## src/sv/sopr_ram.sv

```systemverilog
// generic single write, single read ram with registered read data
module sopr_ram #(
   parameter int WIDTH = 8,
   parameter int DEPTH = 32
) (
   input  logic                     clock,
   input  logic                     wr_en,
   input  logic [$clog2(DEPTH)-1:0] wr_addr,
   input  logic [WIDTH-1:0]         wr_data,
   input  logic [$clog2(DEPTH)-1:0] rd_addr,
   output logic [WIDTH-1:0]         rd_data
);

   logic [WIDTH-1:0] mem_ff [DEPTH];
   logic [WIDTH-1:0] rd_data_ff;

   always_ff @(posedge clock) begin
      if (wr_en) begin
         mem_ff[wr_addr] <= wr_data;
      end
      rd_data_ff <= mem_ff[rd_addr];
   end

   assign rd_data = rd_data_ff;

endmodule

```

## config.mk

```make
export PLATFORM = sky130hd
export DESIGN_NAME = sopr_ram
export DESIGN_NICKNAME = d
export VERILOG_FILES = /design/src/sv/sopr_ram.sv
export SDC_FILE = /design/constraint.sdc
export NUM_CORES = 1
export LEC_CHECK = 0
export BUFFER_PORTS_ARGS = -buffer_cell sky130_fd_sc_hd__clkbuf_2
export CELL_PAD_IN_SITES_DETAIL_PLACEMENT = 0
export CELL_PAD_IN_SITES_GLOBAL_PLACEMENT = 2
export CORE_MARGIN = 2
export CORE_UTILIZATION = 54
export DETAILED_ROUTE_END_ITERATION = 12
export PLACE_DENSITY = 0.85
export SYNTH_ARGS = -nofsm -noshare
export SYNTH_HDL_FRONTEND = slang
export SYNTH_SLANG_ARGS = --single-unit
```

## constraint.sdc

```tcl
create_clock -name clock -period 6.6 [get_ports clock]
set_input_delay 1.32 -clock clock [delete_from_list [all_inputs] [get_ports clock]]
set_output_delay 1.32 -clock clock [all_outputs]
set_load 0.005 [all_outputs]
```

# --- Yosys cells after proc, flatten, opt, wreduce, memory -nomap -nowiden ---
# Memories as Yosys holds them, arrays and structs flattened. A register that Yosys moved wholly into a read port is not among the register bits.
# Index checks and enable logic that the tools add are counted.
word_totals:
  regBits: 0
  ramBits: 256
  inputBits: 20
  output_inout_bits: 8
  n_memories: 1
mem_list:
  columns: ["name", "depth", "word_bits", "read_ports", "rd_clocked_by_memory_dff", "write_ports", "line_no", "source"]
  rows:
  - ["mem_ff", 32, 8, 1, 1, 1, "14", "logic [WIDTH-1:0] mem_ff [DEPTH];"]
classes:
  n_mux: 2
ops:
  columns: ["cell", "count"]
  rows:
  - ["2-to-1 mux 1 bit", 2]

# --- Depth between registers and ports, before layout ---
# Gate-level depths: netlist of run 1.
logic_depth:
  word_depth: 2
  depth_mapped: 5

# --- Worst setup path before layout of run 1 ---
# OpenSTA, ideal clock, no wires.
synth_path:
  path_type: "input port to flip-flop"
  startpoint: "input rd_addr[2]"
  endpoint: "register rd_data_ff[0] (netlist: rd_data[0]), read port of mem_ff"
  setup_ns: 0.121
  t_arrival_ns: 3.002
  path_slack_ns: 3.478
  stages: 5
  path_buffers: 2
  path_cell_list: "clkbuf_1 > clkbuf_1 > mux4_2 > mux4_2 > mux2_2"
synth_rtl:
  columns: ["item", "line_no", "source"]
  rows:
  - ["from (decl)", "10", "input logic [$clog2(DEPTH)-1:0] rd_addr,"]
  - ["to (decl)", "15", "logic [WIDTH-1:0] rd_data_ff;"]

==> flow_summary_export.csv, run 1 <==
group,metric,value,unit
route,drc_errors,0,
power,power.share.switching,19.5,%
route,drtIter0Drc,407,
finish,areaGrowthSynthToFinish,11.7,%
timing,clock_skew,0.0130,ns
cts,cts_tree,"done",
power,leakage,3.50,nW
yosys,yosysMostFrequentCell,"edfxtp_1",
setup_path,slowest_stage,"buf_4",
floorplanning,ios,28,
cts,cts_root_buf,"clkbuf_16",
yosys,synthMuxAreaShare,18.8,%
timing,setup_violations,0,
cts,clk_pin_slew,0.06,ns
cts,cts.sinks,264,
yosys,yosysTopAreaCell,"edfxtp_1",
timing,tightestPinTransition,1.02,ns
yosys,syn_nets,437,
yosys,synthFlopType,"edfxtp_1",
timing,timing.fmax,287,MHz
cts,cts_buffer_depth,3,
yosys,yosysSeqAreaShare,78.1,%
cts,cts_hold_buf,0,
yosys,avgSynthCellArea,24.1,um2
power,netSwitchingPower,0.000680,W
finish,nets,474,
yosys,synth_edf_count,256,
power,power.density,310,nW/um2
finish,diodes,0,
power,power_frac_clock,41.4,%
timing,slew_viol_final,0,
setup_path,path_max_fanout,45,
yosys,synth_top_family_by_area,"multiplexers",
cts,cts_setup_buffers,0,
setup_path,path_delay_family,"multiplexers",
route,num_vias,4314,
yosys,yosys_warnings,0,
setup_path,worstSetupPathType,"in2reg",
yosys,yosys.area_share.simple,2.07,%
global_route,grtUsageMet2,31.2,%
run,cap_violations,0,
cts,cts_buffers,26,
timing,slew_headroom,32.0,%
power,p_int,0.00280,W
cts,cts_resized,0,
yosys,ys_ff_latch,264,
timing,final.setup.tns,0,ns
yosys,syn_area,10100,um2
global_route,grt_pass1_vias,4459,
power,seqPwrFrac,53.9,%
yosys,yosys-top-cells-count,"edfxtp_1 (256), mux4_2 (80), nor2_1 (33)",
setup_path,cp_slowest_stage_delay,0.66,ns
finish,fin_cells,703,
floorplanning,core,18100,um2
yosys,yosysUniqueCellTypes,15,
yosys,synthArstFlopShare,0,%
timing,period_share,52.8,%
global_route,overflow,0,
global_route,busiest_layer,"met1",
route,drt_pass1_iterations,4,
place,hpwl,11.8,mm
floorplanning,die_h,140,um
place,io_buffers,27,
floorplanning,die-width,140,um
setup_path,critPathCaptureType,"flop",
floorplanning,num_rows,49,
setup_path,cp_num_buf_inv,2,
place,place.gp.congestion,0.770,
yosys,synth_adder_area_share,0,%
setup_path,path_cells,"buf_4, buf_4, mux4_2, mux4_2, mux2_2",
floorplanning,initial_core_util,55.6,%
cts,h-tree-depth,1,
route,ant_nets,0,
yosys,netlist_top_cells_area,"edfxtp_1 (76%), mux4_2 (18%), dfxtp_1 (1.6%), nor2_1 (1.2%), mux2_2 (0.90%)",
floorplanning,die_area,19700,um2
outcome,status,"complete, no violations",
global_route,grt_usage,20.6,%
yosys,syn_inst,417,
power,vdd_drop_max,0.000212,V
worst_hold_path,min_path_type,"reg2reg",
timing,hold_viol_final,0,
finish,drive_above_1_share,32.7,%
yosys,synth_compound_area_share,0,%
yosys,synth_top_area_share,76.5,%
global_route,use_met3,3.97,%
route,finalWirelength,19.3,mm
global_route,grt_antenna_before_repair,0,
setup_path,cp.arrival,3.89,ns
cts,insertion_delay,0.52,ns
setup_path,cp.required,7.00,ns
route,vias_per_cell,6.14,
place,post-place-cells,655,
route,wl_per_cell,27.4,um
global_route,grt_pass1_wl,29.4,mm
global_route,grt_max_degree,46,
timing,rsz0062_at_grt,"no",
yosys,synthXorXnorAreaFrac,0,%
global_route,use_met1,31.6,%
setup_path,start_kind,"input port",
power,comb_power_share,4.8,%
timing,fin_crit,3.49,ns
-- placed cells by master, fill, tap and decap left out --
cell type | netlist | layout
nand3_1 | 2 | 2
buf_4 | 6 | 3
or3_1 | 1 | 1
bufinv_16 | 0 | 2
edfxtp_1 | 256 | 256
clkbuf_16 | 0 | 27
clkinv_2 | 0 | 3
mux2_2 | 8 | 8
clkinv_1 | 0 | 3
clkbuf_8 | 0 | 3
or3b_2 | 3 | 3
nor2_1 | 33 | 33
mux4_2 | 80 | 80
clkbuf_2 | 0 | 26
clkbuf_1 | 6 | 10
nand2_1 | 1 | 1
nand3b_1 | 5 | 5
dfxtp_1 | 8 | 8
-- final timing paths --
| check | start | endpoint | depth (start not counted) | slack (ns) |
|---|---|---|---|---|
| worst max-delay path | rd_addr[0] | rd_data[6] | 5 | 3.11 |
| worst min-delay path | mem_ff[24][3] | rd_data[3] | 3 | 0.91 |
| worst max register to register | mem_ff[21][3] | rd_data[3] | 3 | 4.76 |
| worst min register to register | mem_ff[24][3] | rd_data[3] | 3 | 0.91 |
-- stage by stage --
step	hold slack [ns]	instance area [um2]	utilization (%)	setup slack [ns]	power (W)
finish	0.909	11200	62.1	3.11	0.00348
global route	0.921	11200	62.1	2.89	0.00358
CTS	0.907	11200	62.1	3.05	0.00351
detailed placement	0.888	10400	57.4	2.52	0.00208
global placement	0.878	10400	57.4	2.53	0.00207
floorplan	0.865	10100	-	3.48	0.00200
-- cell type report --
type,count,area (um2)
clock buffer,40,754
multi-input combinational,133,2100
fill,1181,6860
clock inverter,8,86.3
tap,229,287
timing repair buffer,29,153
sequential,264,7850
-- cells by family after synthesis --
family | after synthesis
muxes | 88
DFF | 264
buffers and inverters | 20
and+or+nand+nor | 45
-- registers in the layout (all words and copies together) (netlist names) --
register and cells:
rd_data 8, mem_ff 256
-- routing by layer --
metal	vias to the layer above	wire, um
met2	189	9210
met4	0	334
met1	2255	8030
li1	1851	-
met3	19	1710
met5	-	0
-- power by group through the flow --
stage	Clock, W	Sequential [W]	Combinational [W]
5_1_grt	0.00152	0.00188	0.000179
2_1_floorplan	0	0.00190	0.0000993
3_5_place_dp	0	0.00191	0.000168
3_3_place_gp	0	0.00191	0.000164
6_report	0.00144	0.00187	0.000166
4_1_cts	0.00147	0.00187	0.000169
-- worst register-to-register path: stages (launching register included) --
cell      delay (ns)
edfxtp_1        0.38
mux4_2          0.53
mux4_2          0.54
mux2_2          0.29
Power figures use the tool's default switching activity.
==> run 2: changes to the inputs <==
--- a/config.mk
+++ b/config.mk
@@ -9,9 +9,9 @@
 export CELL_PAD_IN_SITES_DETAIL_PLACEMENT = 0
 export CELL_PAD_IN_SITES_GLOBAL_PLACEMENT = 2
 export CORE_MARGIN = 2
-export CORE_UTILIZATION = 54
+export CORE_UTILIZATION = 45
 export DETAILED_ROUTE_END_ITERATION = 12
-export PLACE_DENSITY = 0.85
+export PLACE_DENSITY = 0.75
 export SYNTH_ARGS = -nofsm -noshare
 export SYNTH_HDL_FRONTEND = slang
 export SYNTH_SLANG_ARGS = --single-unit
==> constraint.sdc (replaced) <==
create_clock -name clock -period 3.1 [get_ports clock]
set_input_delay 0.62 -clock clock [delete_from_list [all_inputs] [get_ports clock]]
set_output_delay 0.62 -clock clock [all_outputs]
set_load 0.005 [all_outputs]
==> flow_summary_export.csv, run 2 (synthesis results as in run 1) <==
group,metric,value,unit
finish,diodes,0,
finish,nets,507,
finish,top_register,"mem_ff",
route,vias_per_cell,5.74,
floorplanning,initial_core_util,45.9,%
place,post-place-cells,740,
global_route,grt_max_degree,65,
global_route,overflow,0,
cts,cts.sinks,264,
route,ant_nets,0,
route,wl_per_cell,26.5,um
timing,period_share,68.6,%
place,post_dp_cell_area,10700,um2
cts,cts_root_buf,"clkbuf_16",
timing,fin_ws,0.973,ns
route,drtIter0Drc,452,
timing,setup_violations,0,
power,leakage,3.67,nW
place,hpwl,12.9,mm
power,seqPwrFrac,54.8,%
power,power.share.switching,19.9,%
worst_hold_path,min_path_type,"in2reg",
power,fin_total_pwr,0.00728,W
cts,cts_hold_buf,0,
route,drc_errors,0,
floorplanning,ios,28,
cts,cts_setup_buffers,0,
timing,hold_viol_final,0,
power,vdd_drop_max,0.000405,V
run,cap_violations,0,
place,place.gp.congestion,0.727,
setup_path,cp.arrival,2.52,ns
route,drt_pass1_iterations,5,
global_route,grt_pass1_wl,31.0,mm
setup_path,path_max_fanout,12,
power,comb_power_share,5.1,%
timing,slew_viol_final,0,
power,netSwitchingPower,0.00145,W
timing,fin_crit,2.13,ns
floorplanning,core,21900,um2
place,io_buffers,27,
setup_path,cp.required,3.50,ns
cts,insertion_delay,0.51,ns
floorplanning,die-width,153,um
timing,clock_skew,0.00773,ns
power,p_int,0.00583,W
power,power_frac_clock,40.1,%
timing,final.setup.tns,0,ns
setup_path,critPathCaptureType,"flop",
setup_path,start_kind,"input port",
finish,finalInstanceArea,11500,um2
floorplanning,num_rows,54,
finish,areaGrowthSynthToFinish,14.7,%
route,num_vias,4501,
floorplanning,die_h,153,um
cts,cts_buffers,25,
global_route,grt_antenna_before_repair,0,
place,pre_cts_slack,0.421,ns
finish,drive_above_1_share,37.9,%
timing,tightestPinTransition,1.01,ns
cts,h-tree-depth,1,
finish,layout_commonest_cell,"edfxtp_1",
timing,rsz0062_at_grt,"no",
timing,timing.fmax,470,MHz
cts,cts_resized,0,
outcome,status,"complete, no violations",
worst_hold_path,whs_path_depth,2,
finish,final_cell_mix,"edfxtp_1 (256), mux4_2 (80), buf_4 (34)",
floorplanning,die_area,23600,um2
finish,fin_cells,784,
global_route,grt_usage,18.1,%
cts,cts_tree,"done",
setup_path,r2r_cells,3,
route,finalWirelength,20.8,mm
global_route,grt_pass1_vias,4559,
setup_path,worstSetupPathType,"in2reg",
timing,slew_headroom,32.7,%
finish,largest_register_ffs,256,
power,power.density,631,nW/um2
cts,cts_buffer_depth,3,
cts,clk_pin_slew,0.07,ns
==> run 2: critical path, stage by stage <==
cell and delay [ns]:
buf_4 0.20, buf_4 0.31, mux4_2 0.57, mux4_2 0.53
mux2_2 0.28
==> run 2: path summary, 6_finish.rpt <==
| path | from | endpoint | slack [ns] |
|---|---|---|---|
| hold / removal | rd_addr[3] | rd_data[6] | 0.62 |
| hold reg to reg | mem_ff[6][4] | rd_data[4] | 0.90 |
| setup reg to reg | mem_ff[22][2] | rd_data[2] | 1.26 |
| setup / recovery | rd_addr[0] | rd_data[0] | 0.97 |
==> run 2: per-layer routing <==
layer | share of wire, % | up-vias | GRT usage [%]
met2 | 47 | 144 | 28.3
li1 | - | 1918 | -
met1 | 45 | 2412 | 27.5
met3 | 5.8 | 27 | 2.24
met5 | 0 | - | 0
met4 | 2.3 | 0 | 5.11
==> run 2: stage by stage <==
stage	util (%)	hold WS (ns)
global route	52.7	0.616
floorplan	-	0.719
detailed placement	49.1	0.890
CTS	52.7	0.595
finish	52.7	0.617
global placement	49.1	0.885
==> run 2: power groups by stage <==
stage | clock (W) | combinational (W) | sequential, W
6_report | 0.00292 | 0.000369 | 0.00399
5_1_grt | 0.00310 | 0.000399 | 0.00399
4_1_cts | 0.00298 | 0.000378 | 0.00399
3_5_place_dp | 0 | 0.000377 | 0.00407
3_3_place_gp | 0 | 0.000369 | 0.00406
2_1_floorplan | 0 | 0.000211 | 0.00406
==> run 2: area by class of cell <==
| cell class | count | area, um2 |
|---|---|---|
| tap | 280 | 350 |
| clock buffer | 30 | 664 |
| sequential | 264 | 7850 |
| timing repair buffer | 63 | 445 |
| fill | 1704 | 10400 |
| multi-input combinational | 133 | 2100 |
| clock inverter | 14 | 125 |
==> run 3: changes to the inputs <==
==> constraint.sdc (replaced) <==
create_clock -name clock -period 1.8 [get_ports clock]
set_input_delay 0.36 -clock clock [delete_from_list [all_inputs] [get_ports clock]]
set_output_delay 0.36 -clock clock [all_outputs]
set_load 0.005 [all_outputs]
==> flow_summary_export.csv, run 3 (synthesis results as in run 1) <==
group,metric,value,unit
cts,cts_tree,"done",
route,wl_per_cell,26.9,um
cts,cts_root_buf,"clkbuf_16",
timing,setup_violations,4,
finish,finalInstanceArea,11700,um2
timing,hold_viol_final,0,
place,post_dp_cell_area,10900,um2
floorplanning,ios,28,
timing,timing.fmax,544,MHz
floorplanning,num_rows,54,
setup_path,cp_slowest_stage_delay,0.55,ns
cts,clk_pin_slew,0.06,ns
setup_path,cp.required,2.20,ns
finish,diodes,0,
finish,layout_commonest_cell,"edfxtp_1",
finish,largest_register_ffs,256,
setup_path,start_kind,"flop",
floorplanning,die_area,23600,um2
setup_path,path_max_fanout,1,
cts,insertion_delay,0.52,ns
timing,period_share,102,%
setup_path,critPathCaptureType,"flop",
place,pre_cts_slack,-0.489,ns
route,vias_per_cell,5.70,
timing,slew_headroom,52.2,%
timing,clock_skew,0.00951,ns
power,vdd_drop_max,0.000767,V
cts,cts_buffers,25,
timing,tightestPinTransition,0.717,ns
setup_path,slowest_stage,"mux4_2",
finish,drive_above_1_share,39.2,%
place,place.gp.congestion,0.751,
outcome,status,"complete, but fails checks",
floorplanning,die-width,153,um
route,drt_pass1_iterations,5,
setup_path,path_delay_family,"multiplexers",
timing,slew_viol_final,0,
global_route,grt_pass1_vias,4685,
floorplanning,core,21900,um2
power,fin_total_pwr,0.0124,W
route,drc_errors,0,
setup_path,crit_cells,3,
cts,cts_setup_buffers,0,
finish,nets,524,
global_route,grt_antenna_before_repair,0,
setup_path,r2r_cells,3,
global_route,grt_pass1_wl,32.1,mm
cts,h-tree-depth,1,
cts,cts_buffer_depth,3,
cts,cts.sinks,264,
power,power.density,1070,nW/um2
power,leakage,3.76,nW
timing,fin_ws,-0.0381,ns
run,cap_violations,0,
outcome,violations,"negative setup slack",
finish,top_register,"mem_ff",
worst_hold_path,whs_path_depth,2,
worst_hold_path,min_path_type,"in2reg",
place,hpwl,13.6,mm
place,io_buffers,27,
setup_path,path_cells,"mux4_2, mux4_2, mux2_4",
route,drtIter0Drc,629,
timing,rsz0062_at_grt,"yes",
floorplanning,initial_core_util,45.9,%
timing,final.setup.tns,-0.0894,ns
global_route,grt_usage,18.8,%
global_route,overflow,0,
timing,fin_crit,1.84,ns
setup_path,cp.arrival,2.24,ns
route,finalWirelength,21.6,mm
floorplanning,die_h,153,um
route,num_vias,4567,
route,ant_nets,0,
setup_path,cp_num_buf_inv,0,
setup_path,cp_common_cell,"mux4_2",
setup_path,worstSetupPathType,"reg2reg",
global_route,grt_max_degree,33,
finish,final_cell_mix,"edfxtp_1 (256), mux4_2 (80), buf_4 (47)",
finish,areaGrowthSynthToFinish,16.2,%
-- run 3: cell types whose count changed in the layout (fill, tap and decap cells not counted), moves of 2 or more --
cell | before | now
buf_4 | 34 | 47
buf_12 | 3 | 7
clkinv_2 | 5 | 3
clkbuf_1 | 3 | 8
clkinv_4 | 2 | 0
-- run 3: cell type report --
type	instances	area, um2
multi-input combinational	133	2100
sequential	264	7850
fill	1683	10200
clock inverter	9	72.6
tap	280	350
clock buffer	35	683
timing repair buffer	80	623
-- run 3: through the flow --
stage / hold WS [ns] / instances / util (%)
final: 0.375 / 801 / 53.4
after floorplan: 0.459 / 417 / -
after detailed placement: 0.743 / 757 / 49.9
after global routing: 0.382 / 801 / 53.4
after global placement: 0.742 / 757 / 49.9
after CTS: 0.364 / 801 / 53.4
-- run 3: what timing repair did --
item                       4_1_cts  5_1_grt
pin swaps                        0        0
hold buffers                     0        0
cloned                           0        0
resized for setup                1        0
setup endpoints to repair        3        7
-- run 3: path summary, 6_finish.rpt --
kind	slack [ns]	startpoint	end
max	-0.04	mem_ff[5][3]	rd_data[3]
min	0.38	wr_data[1]	mem_ff[2][1]
max reg2reg	-0.04	mem_ff[5][3]	rd_data[3]
min reg2reg	0.90	mem_ff[6][4]	rd_data[4]
-- run 3: power breakdown --
part | internal (W) | switching (W)
clock network | 0.00278 | 0.00210
registers | 0.00684 | 0.0000378
logic | 0.000321 | 0.000364
total | 0.00994 | 0.00250
-- run 3: per-layer routing --
metal | vias to the layer above | track usage, % | routed length (um)
li1 | 1946 | - | -
met1 | 2443 | 28.6 | 9650
met2 | 153 | 29.0 | 10200
met3 | 25 | 3.18 | 1370
met4 | 0 | 4.19 | 351
met5 | - | 0 | 0
